===== src/hw/rtl/sia_pkg.sv =====
// ============================================================================
// sia_pkg - shared definitions for the stable index argsort
// Port field widths, parameter defaults and the control word that the top
// level broadcasts to every sort cell.
// ============================================================================
`default_nettype none

package sia_pkg;

    // fixed widths of the request and result fields
    localparam int KEY_W     = 20;
    localparam int IDX_OUT_W = 6;

    // parameter defaults
    localparam int MAX_ITEMS_DEF = 64;
    localparam int KEY_BITS_DEF  = 20;

    // per-cycle command to the cell chain
    typedef struct packed {
        logic ins;    // insert the broadcast key this cycle
        logic shift;  // drain: every cell takes its right neighbor
    } t_cell_ctl;

endpackage

`default_nettype wire


===== src/hw/rtl/sia_cell.sv =====
// ============================================================================
// sia_cell - one slot of the insertion chain
// Holds one key and its arrival index. On insert it either keeps its entry,
// takes its left neighbor's entry, or takes the new key; on drain it takes
// its right neighbor's entry.
// ============================================================================
`default_nettype none

module sia_cell
    import sia_pkg::*;
#(
    parameter int KEY_BITS = KEY_BITS_DEF,
    parameter int IDX_W    = 6,
    parameter int FILL_W   = 7,
    parameter int POS      = 0
) (
    input  wire logic                i_clk,
    input  wire t_cell_ctl           i_ctl,
    input  wire logic [FILL_W-1:0]   i_fill,
    input  wire logic [KEY_BITS-1:0] i_new_key,
    input  wire logic [IDX_W-1:0]    i_new_idx,
    input  wire logic                i_left_gt,
    input  wire logic [KEY_BITS-1:0] i_left_key,
    input  wire logic [IDX_W-1:0]    i_left_idx,
    input  wire logic [KEY_BITS-1:0] i_right_key,
    input  wire logic [IDX_W-1:0]    i_right_idx,
    output logic                     o_gt,
    output logic [KEY_BITS-1:0]      o_key,
    output logic [IDX_W-1:0]         o_idx
);

    logic [KEY_BITS-1:0] r_key, n_key;
    logic [IDX_W-1:0]    r_idx, n_idx;
    logic                w_occupied;
    logic                w_at_end;

    // strict compare keeps equal keys in arrival order
    assign w_occupied = i_fill > FILL_W'(POS);
    assign w_at_end   = i_fill == FILL_W'(POS);
    assign o_gt       = w_occupied && (r_key > i_new_key);

    // next entry: make room for the new key or shift toward the output
    always_comb begin
        n_key = r_key;
        n_idx = r_idx;
        if (i_ctl.shift) begin
            n_key = i_right_key;
            n_idx = i_right_idx;
        end else if (i_ctl.ins && (o_gt || w_at_end)) begin
            if (i_left_gt) begin
                n_key = i_left_key;
                n_idx = i_left_idx;
            end else begin
                n_key = i_new_key;
                n_idx = i_new_idx;
            end
        end
    end

    always_ff @(posedge i_clk) begin
        r_key <= n_key;
        r_idx <= n_idx;
    end

    assign o_key = r_key;
    assign o_idx = r_idx;

endmodule

`default_nettype wire


===== config.mk =====
export PLATFORM = sky130hd
export DESIGN_NAME = sia_cell
export DESIGN_NICKNAME = d
export VERILOG_FILES = /design/src/hw/rtl/sia_pkg.sv /design/src/hw/rtl/sia_cell.sv
export SDC_FILE = /design/constraint.sdc
export NUM_CORES = 1
export LEC_CHECK = 0
export ABC_AREA = 1
export BUFFER_PORTS_ARGS = -buffer_cell sky130_fd_sc_hd__buf_2
export CAP_MARGIN = 20
export CORE_MARGIN = 5
export CORE_UTILIZATION = 40
export DETAILED_ROUTE_END_ITERATION = 10
export PLACE_DENSITY_LB_ADDON = 0.15
export SYNTH_ARGS = -nofsm -noshare
export SYNTH_HDL_FRONTEND = slang
export SYNTH_SLANG_ARGS = --single-unit

===== constraint.sdc =====
create_clock -name i_clk -period 2.2 [get_ports i_clk]
set_input_delay 0.44 -clock i_clk [delete_from_list [all_inputs] [get_ports i_clk]]
set_output_delay 0.44 -clock i_clk [all_outputs]
set_load 0.02 [all_outputs]

==> results of run 1 <==
## area by class of cell
type	count	share of cell area
clock buffers	3	0.0144
inverters	33	0.0440
multi-input cells	161	0.401
flip-flops and latches	26	0.272
well taps	67	0.0292
repair buffers	126	0.240
## worst max path at each step
| stage | start | end | slack (ns) | depth (start not counted) |
|---|---|---|---|---|
| 2_1_floorplan | o_key[19]$_DFFE_PP_ | o_idx[0]$_DFFE_PP_ | 0.05 | 11 |
| 3_3_place_gp | i_new_key[19] | o_key[13]$_DFFE_PP_ | 0.08 | 14 |
| 3_5_place_dp | i_new_key[15] | o_key[15]$_DFFE_PP_ | 0.04 | 14 |
| 4_1_cts | o_key[11]$_DFFE_PP_ | o_gt | -0.03 | 10 |
| 5_1_grt | o_key[15]$_DFFE_PP_ | o_gt | -0.11 | 10 |
| 6_report | o_key[14]$_DFFE_PP_ | o_gt | -0.003 | 9 |
## power groups by stage
| stage | logic [mW] | clock network (mW) | registers, mW |
|---|---|---|---|
| 2_1_floorplan | 0.229 | 0 | 0.712 |
| 3_3_place_gp | 0.483 | 0 | 0.646 |
| 6_report | 0.564 | 0.268 | 0.642 |
| 5_1_grt | 0.632 | 0.297 | 0.647 |
| 3_5_place_dp | 0.488 | 0 | 0.646 |
| 4_1_cts | 0.519 | 0.283 | 0.636 |
## cell usage after synthesis
master and count:
o211ai_1 17, nand3_2 1, ha_1 20, o21ai_2 1, inv_4 1, nor2_4 2
a21oi_1 25, nand2_1 54, buf_4 1, buf_2 9, nor4_1 1, nor2_2 1
nor2_1 15, edfxtp_1 26, inv_1 31, a21o_1 1, o21a_1 17, nand4_1 1
nand2_2 5, clkinv_1 1
## layer usage
metal	wire, µm	GRT usage	vias up
met5	0	0	-
met4	57	0.0507	0
met3	365	0.0372	4
met2	2630	0.264	56
met1	2250	0.194	861
li1	-	-	1016
## metrics by stage
step,std cells,worst slack (ns),utilization
detailed placement,406,0.0398,0.553
global route,416,-0.112,0.608
floorplan,230,0.0488,-
finish,416,-0.00298,0.608
CTS,413,-0.0329,0.577
global placement,406,0.0788,0.553
## flip-flops by register name, summed over array words and instances, names as in the netlist
name / count
o_key: 20
o_idx: 6
## kinds of logic (layout without fill, tap and decap cells)
family | count (synthesis) | in the layout
DFF | 26 | 26
AOI/OAI and AO/OA | 61 | 61
adders and majority gates | 20 | 20
buffers and inverters | 43 | 162
and+or+nand+nor | 80 | 80
## critical path, stage by stage, from the launching register on
cell      delay (ns)
edfxtp_1        0.40
ha_1            0.33
nand2_4         0.06
nor2_4          0.13
nand2_4         0.07
nor2_4          0.11
nand4_1         0.10
nand2_2         0.09
nor2_2          0.04
buf_6           0.15
## what timing repair did
action                                  CTS  global route
pin swaps                                11            11
endpoints found under the setup margin    1             1
gates resized for setup                   9            16
setup buffers                             4             3
==> impl_metrics.py, run 1 <==
metrics = {
    "run_status": {
        "status": "finished, violations left",
        "failed_checks": "negative setup slack",
    },
    "grt": {
        "first_global_vias": 1786,
        "grt.overflow.total": 0,
        "gr-usage-all-layers": 0.155,
        "grt_pass1_wl_um": 7780,
        "antenna_found_initial": 0,
        "grt_max_degree": 45,
    },
    "detailed_routing": {
        "drc": 0,
        "wire_per_inst_um": 12.7,
        "dr.pass1.iters": 4,
        "vias": 1937,
        "viasPerCell": 4.66,
        "routed_wl_um": 5300,
        "ant_nets": 0,
        "drtIter0Drc": 45,
    },
    "clock_network": {
        "tritoncts": "built",
        "root_buffer": "clkbuf_8",
        "clock_latency_ns": 0.27,
        "postCtsHoldBufs": 0,
        "htreeDepth": 1,
        "cts_made_buffers": 3,
        "clock_sinks": 26,
        "cts_buffer_depth": 2,
        "clk_pin_slew_ns": 0.09,
    },
    "sta": {
        "slew_violations": 0,
        "worst_pin_slew_ns": 0.590,
        "hold_violations": 0,
        "fin_setup_tns_ns": -0.00298,
        "fin_worst_skew_ns": 0.00336,
        "finalWorstSetupSlack_ns": -0.00298,
        "final.period_utilization": 1.00,
        "setup_viol": 1,
        "max_slew_margin": 0.603,
        "rsz0062_at_grt": "true",
        "period_minus_slack_ns": 2.20,
        "max_freq_mhz": 454,
        "holdWs_ns": 0.436,
    },
    "synthesis": {
        "synth-seq-cells": 26,
        "synthAdderAreaFrac": 0.128,
        "synth_xor_xnor_area_share": 0,
        "synth.top_cell.area_share": 0.401,
        "yosysUniqueCellTypes": 20,
        "yosys.area.top_type": "edfxtp_1",
        "avgSynthCellArea_um2": 8.47,
        "syn-cell-area_mm2": 0.00195,
        "netlist_instances": 230,
        "synth.yosys.seq_area_share": 0.401,
        "synth_compound_area_frac": 0.204,
        "netlist_top_cells_area": "edfxtp_1 (40%), ha_1 (13%), nand2_1 (10%)",
        "synthMuxAreaShare": 0,
        "synth_top_family_by_area": "compound AO/OA/AOI/OAI gates",
        "synth_fp_nets": 339,
        "synthSimpleGateAreaFrac": 0.175,
        "synth_warnings": 0,
    },
    "pwr": {
        "power_switching_mw": 0.480,
        "powerDensity_mw_per_mm2": 513,
        "netSwitchingFraction": 0.326,
        "p_leak_nw": 1.42,
        "p_comb_frac": 0.382,
        "peakVddDrop_uv": 284,
        "seqPwrFrac": 0.435,
        "internal_power_mw": 0.994,
        "clkPwrFrac": 0.182,
        "finalPower_mw": 1.47,
    },
    "critical_path": {
        "reg2reg_depth": 12,
        "reg2reg_from": "o_key[14]$_DFFE_PP_",
        "crit_type": "flop to output port",
        "crit_path_max_fanout": 2,
        "ff2ff_setup_slack_ns": 0.23,
        "required_ns": 1.76,
        "reg2reg_to": "o_key[19]$_DFFE_PP_",
        "crit_arrival_ns": 1.76,
        "worstSetupEndpointType": "output port",
        "setup.worst_path.start_class": "flop",
    },
    "cells_and_area": {
        "final_cell_mix": "buf_2 (114), nand2_1 (48), inv_1 (31)",
        "drive_gt1_frac": 0.456,
        "register_area_um2": 781,
        "area_growth_pct": 47.5,
        "layout_commonest_cell": "buf_2",
        "multi_input_area_mm2": 0.00115,
        "design_area_mm2": 0.00287,
        "diodes": 0,
        "nNetsFinal": 460,
        "n_fill_cell": 434,
    },
    "place": {
        "dp_hpwl_um": 4090,
        "gp_congestion": 0.780,
        "placed_area_mm2": 0.00261,
        "io_buffers": 115,
    },
    "min_path": {
        "holdPathEnd": "o_key[7]$_DFFE_PP_",
        "hold_path.class": "primary input to flop",
        "min_from": "i_right_key[7]",
        "holdPathStages": 2,
    },
    "floorplan": {
        "start_util": 0.412,
        "ios": 116,
        "die_w_um": 79.8,
        "die_y_um": 79.8,
        "core_mm2": 0.00472,
        "fp-row-count": 25,
        "dieArea_mm2": 0.00637,
    },
    "run": {
        "max_cap_violations": 0,
    },
}
Note: power is estimated with default switching activity, not from simulation.
==> run 2: changes to the inputs <==
--- a/config.mk
+++ b/config.mk
@@ -5,13 +5,13 @@
 export SDC_FILE = /design/constraint.sdc
 export NUM_CORES = 1
 export LEC_CHECK = 0
-export ABC_AREA = 1
 export BUFFER_PORTS_ARGS = -buffer_cell sky130_fd_sc_hd__buf_2
 export CAP_MARGIN = 20
 export CORE_MARGIN = 5
-export CORE_UTILIZATION = 40
+export CORE_UTILIZATION = 39
 export DETAILED_ROUTE_END_ITERATION = 10
 export PLACE_DENSITY_LB_ADDON = 0.15
+export SKIP_LAST_GASP = 1
 export SYNTH_ARGS = -nofsm -noshare
 export SYNTH_HDL_FRONTEND = slang
 export SYNTH_SLANG_ARGS = --single-unit
==> run 2 against run 1 <==
  * The run still ends with negative setup slack left
  * Die area shrank 1.1%
  * Combinational power is 16% higher
  * Synthesized area down 3.8%
  * Sequential power grew 2%
  * Critical path depth shrank 2
  * Global-route usage increased by 0.62 points
  * Flip-flop and latch count is the same
  * Count of clock-buffer cells in the layout is the same
  * Via count shrank 4.7%
  * Fmax decreased by 16%
  * Setup slack got worse by 0.43 ns
  * Register-to-register slack got worse by 0.55 ns
  * Largest power group unchanged
==> impl_metrics.py, run 2 <==
metrics = {
    "run_status": {
        "status": "finished, violations left",
        "failed_checks": "negative setup slack",
    },
    "grt": {
        "gr-usage-all-layers": 0.162,
        "antenna_found_initial": 0,
        "first_global_vias": 1844,
        "grt_max_degree": 41,
        "grt_pass1_wl_um": 8140,
        "grt.overflow.total": 0,
    },
    "sta": {
        "rsz0062_at_grt": "true",
        "holdWs_ns": 0.449,
        "hold_violations": 0,
        "final.period_utilization": 1.20,
        "setup_viol": 27,
        "fin_worst_skew_ns": 0.00217,
        "period_minus_slack_ns": 2.64,
        "slew_violations": 0,
        "max_slew_margin": 0.762,
        "fin_setup_tns_ns": -7.18,
        "finalWorstSetupSlack_ns": -0.438,
        "max_freq_mhz": 379,
        "worst_pin_slew_ns": 0.358,
    },
    "floorplan": {
        "fp-row-count": 25,
        "core_mm2": 0.00469,
        "ios": 116,
        "die_w_um": 79.3,
        "dieArea_mm2": 0.00629,
        "start_util": 0.399,
        "die_y_um": 79.3,
    },
    "detailed_routing": {
        "dr.pass1.iters": 4,
        "vias": 1846,
        "viasPerCell": 4.76,
        "drc": 0,
        "wire_per_inst_um": 13.0,
        "top_layer": "met4",
        "dr_wl_met3_um": 471,
        "ant_nets": 0,
        "wl_met1_um": 2190,
        "drtIter0Drc": 34,
        "routed_wl_um": 5050,
        "met2_length_um": 2340,
    },
    "synthesis": {
        "synth-seq-cells": 26,
        "syn-cell-area_mm2": 0.00187,
        "synth_common_cells": "nand2_1 (31), o21ai_1 (27), edfxtp_1 (26), mux2i_1 (26)",
        "yosysUniqueCellTypes": 26,
        "netlist_instances": 195,
        "netlist_top_cells_area": "edfxtp_1 (42%), mux2i_1 (14%), ha_1 (13%)",
        "synth_fp_nets": 304,
        "ys_dominant_reg_cell": "edfxtp_1",
        "yosys.area.top_type": "edfxtp_1",
        "synth.most_common_cell": "nand2_1",
        "avgSynthCellArea_um2": 9.61,
        "synth_warnings": 0,
        "synth.yosys.seq_area_share": 0.417,
        "synthArstFlopShare": 0,
        "synth_edf_count": 26,
        "synth.top_cell.area_share": 0.417,
    },
    "clock_network": {
        "clock_latency_ns": 0.27,
        "clock_sinks": 26,
        "clk_pin_slew_ns": 0.09,
        "cts_made_buffers": 3,
        "root_buffer": "clkbuf_8",
        "tritoncts": "built",
        "htreeDepth": 1,
        "cts_buffer_depth": 2,
    },
    "critical_path": {
        "ff2ff_setup_slack_ns": -0.32,
        "crit_arrival_ns": 2.20,
        "reg2reg_depth": 10,
        "crit_type": "flop to output port",
        "cpMaxStageDelayCell": "or4_4",
        "crit_chain": "ha_4 -> nand4_1 -> or4_4 -> a21oi_4 -> nor4_2 -> nor2_1 -> buf_4",
        "required_ns": 1.76,
        "reg2reg_to": "o_key[17]$_DFFE_PP_",
        "crit_path_max_fanout": 2,
        "critPathMaxStageDelay_ns": 0.55,
        "setup.worst_path.start_class": "flop",
        "reg2reg_from": "o_key[15]$_DFFE_PP_",
        "worstSetupEndpointType": "output port",
    },
    "place": {
        "dp_hpwl_um": 4080,
        "placed_area_mm2": 0.00272,
        "place_inst": 375,
        "io_buffers": 115,
        "gp_congestion": 0.742,
        "pre_cts_slack_ns": -0.327,
    },
    "cells_and_area": {
        "largest_reg_flops": 20,
        "design_area_mm2": 0.00295,
        "nNetsFinal": 444,
        "diodes": 0,
        "fin_cells": 388,
        "layout_commonest_cell": "buf_2",
        "n_fill_cell": 407,
        "area_growth_pct": 57.3,
        "drive_gt1_frac": 0.476,
        "final_cell_mix": "buf_2 (114), nand2_1 (31), o21ai_1 (27)",
        "final_core_util": 0.628,
    },
    "pwr": {
        "power_switching_mw": 0.505,
        "p_comb_frac": 0.412,
        "seqPwrFrac": 0.415,
        "netSwitchingFraction": 0.318,
        "finalPower_mw": 1.59,
        "peakVddDrop_uv": 268,
        "powerDensity_mw_per_mm2": 538,
        "internal_power_mw": 1.08,
        "p_leak_nw": 1.51,
        "clkPwrFrac": 0.173,
    },
    "min_path": {
        "min_from": "i_right_idx[2]",
        "holdPathStages": 3,
        "holdPathEnd": "o_idx[2]$_DFFE_PP_",
        "hold_path.class": "primary input to flop",
    },
    "run": {
        "max_cap_violations": 0,
    },
}
[run 2: changes by cell type after synthesis, moves of 11 or more]
cell | previous run | this run
a21oi_1 | 25 | 9
inv_1 | 31 | 20
mux2i_1 | 0 | 26
nand2_1 | 54 | 31
nor2_1 | 15 | 4
o211ai_1 | 17 | 1
o21a_1 | 17 | 0
o21ai_1 | 0 | 27
[run 2: timing repair]
item,in CTS,in global routing
cloned,2,0
hold buffers,0,0
pin swaps,7,1
setup endpoints to repair,27,27
gates resized for setup,10,2
buffers inserted,6,1
[run 2: logic make-up after synthesis]
family	count (synthesis)	share of synthesized area
fa+ha+maj	20	0.134
buf+inv	29	0.0601
mux	26	0.139
compound gates	44	0.129
simple gates	50	0.122
flops	26	0.417
[run 2: area by class of cell]
| cell class | instances | area (µm²) | area share |
|---|---|---|---|
| clock buffer | 3 | 41.3 | 0.0140 |
| inverter | 20 | 75.1 | 0.0255 |
| multi-input combinational | 140 | 1080 | 0.367 |
| tap | 54 | 67.6 | 0.0229 |
| clock inverter | 1 | 3.75 | 0.00127 |
| timing repair buffer | 144 | 897 | 0.304 |
| sequential | 26 | 781 | 0.265 |
[run 2: critical path: cells and delay by family, from the launching register on]
kind,cells,cell delay [ns]
buffers and inverters,1,0.17
flip-flops,1,0.45
AO/OA/AOI/OAI,1,0.14
AND/OR/NAND/NOR,4,0.87
adder cells (fa/ha/maj),1,0.30
[run 2: how the worst max path moves through the flow]
| stage | start | to | slack, ns | cells past startpoint |
|---|---|---|---|---|
| floorplan | o_key[14]$_DFFE_PP_ | o_idx[0]$_DFFE_PP_ | -0.36 | 6 |
| global placement | i_new_key[5] | o_gt | -0.30 | 9 |
| detailed placement | i_new_key[6] | o_gt | -0.33 | 9 |
| CTS | o_key[18]$_DFFE_PP_ | o_gt | -0.42 | 7 |
| global route | o_key[15]$_DFFE_PP_ | o_gt | -0.50 | 7 |
| finish | o_key[15]$_DFFE_PP_ | o_gt | -0.44 | 7 |
[run 2: layer usage]
layer  GRT usage  up-vias
met5           0        -
li1            -      976
met3      0.0499        6
met1       0.201      788
met2       0.274       76
met4      0.0361        0
[run 2: power by group through the flow]
stage                     registers (mW)  clock network, mW  logic (mW)
final                              0.658              0.275       0.654
after global routing               0.666              0.310       0.719
after CTS                          0.659              0.289       0.646
after detailed placement           0.668                  0       0.569
after global placement             0.666                  0       0.562
after floorplan                    0.744                  0       0.227
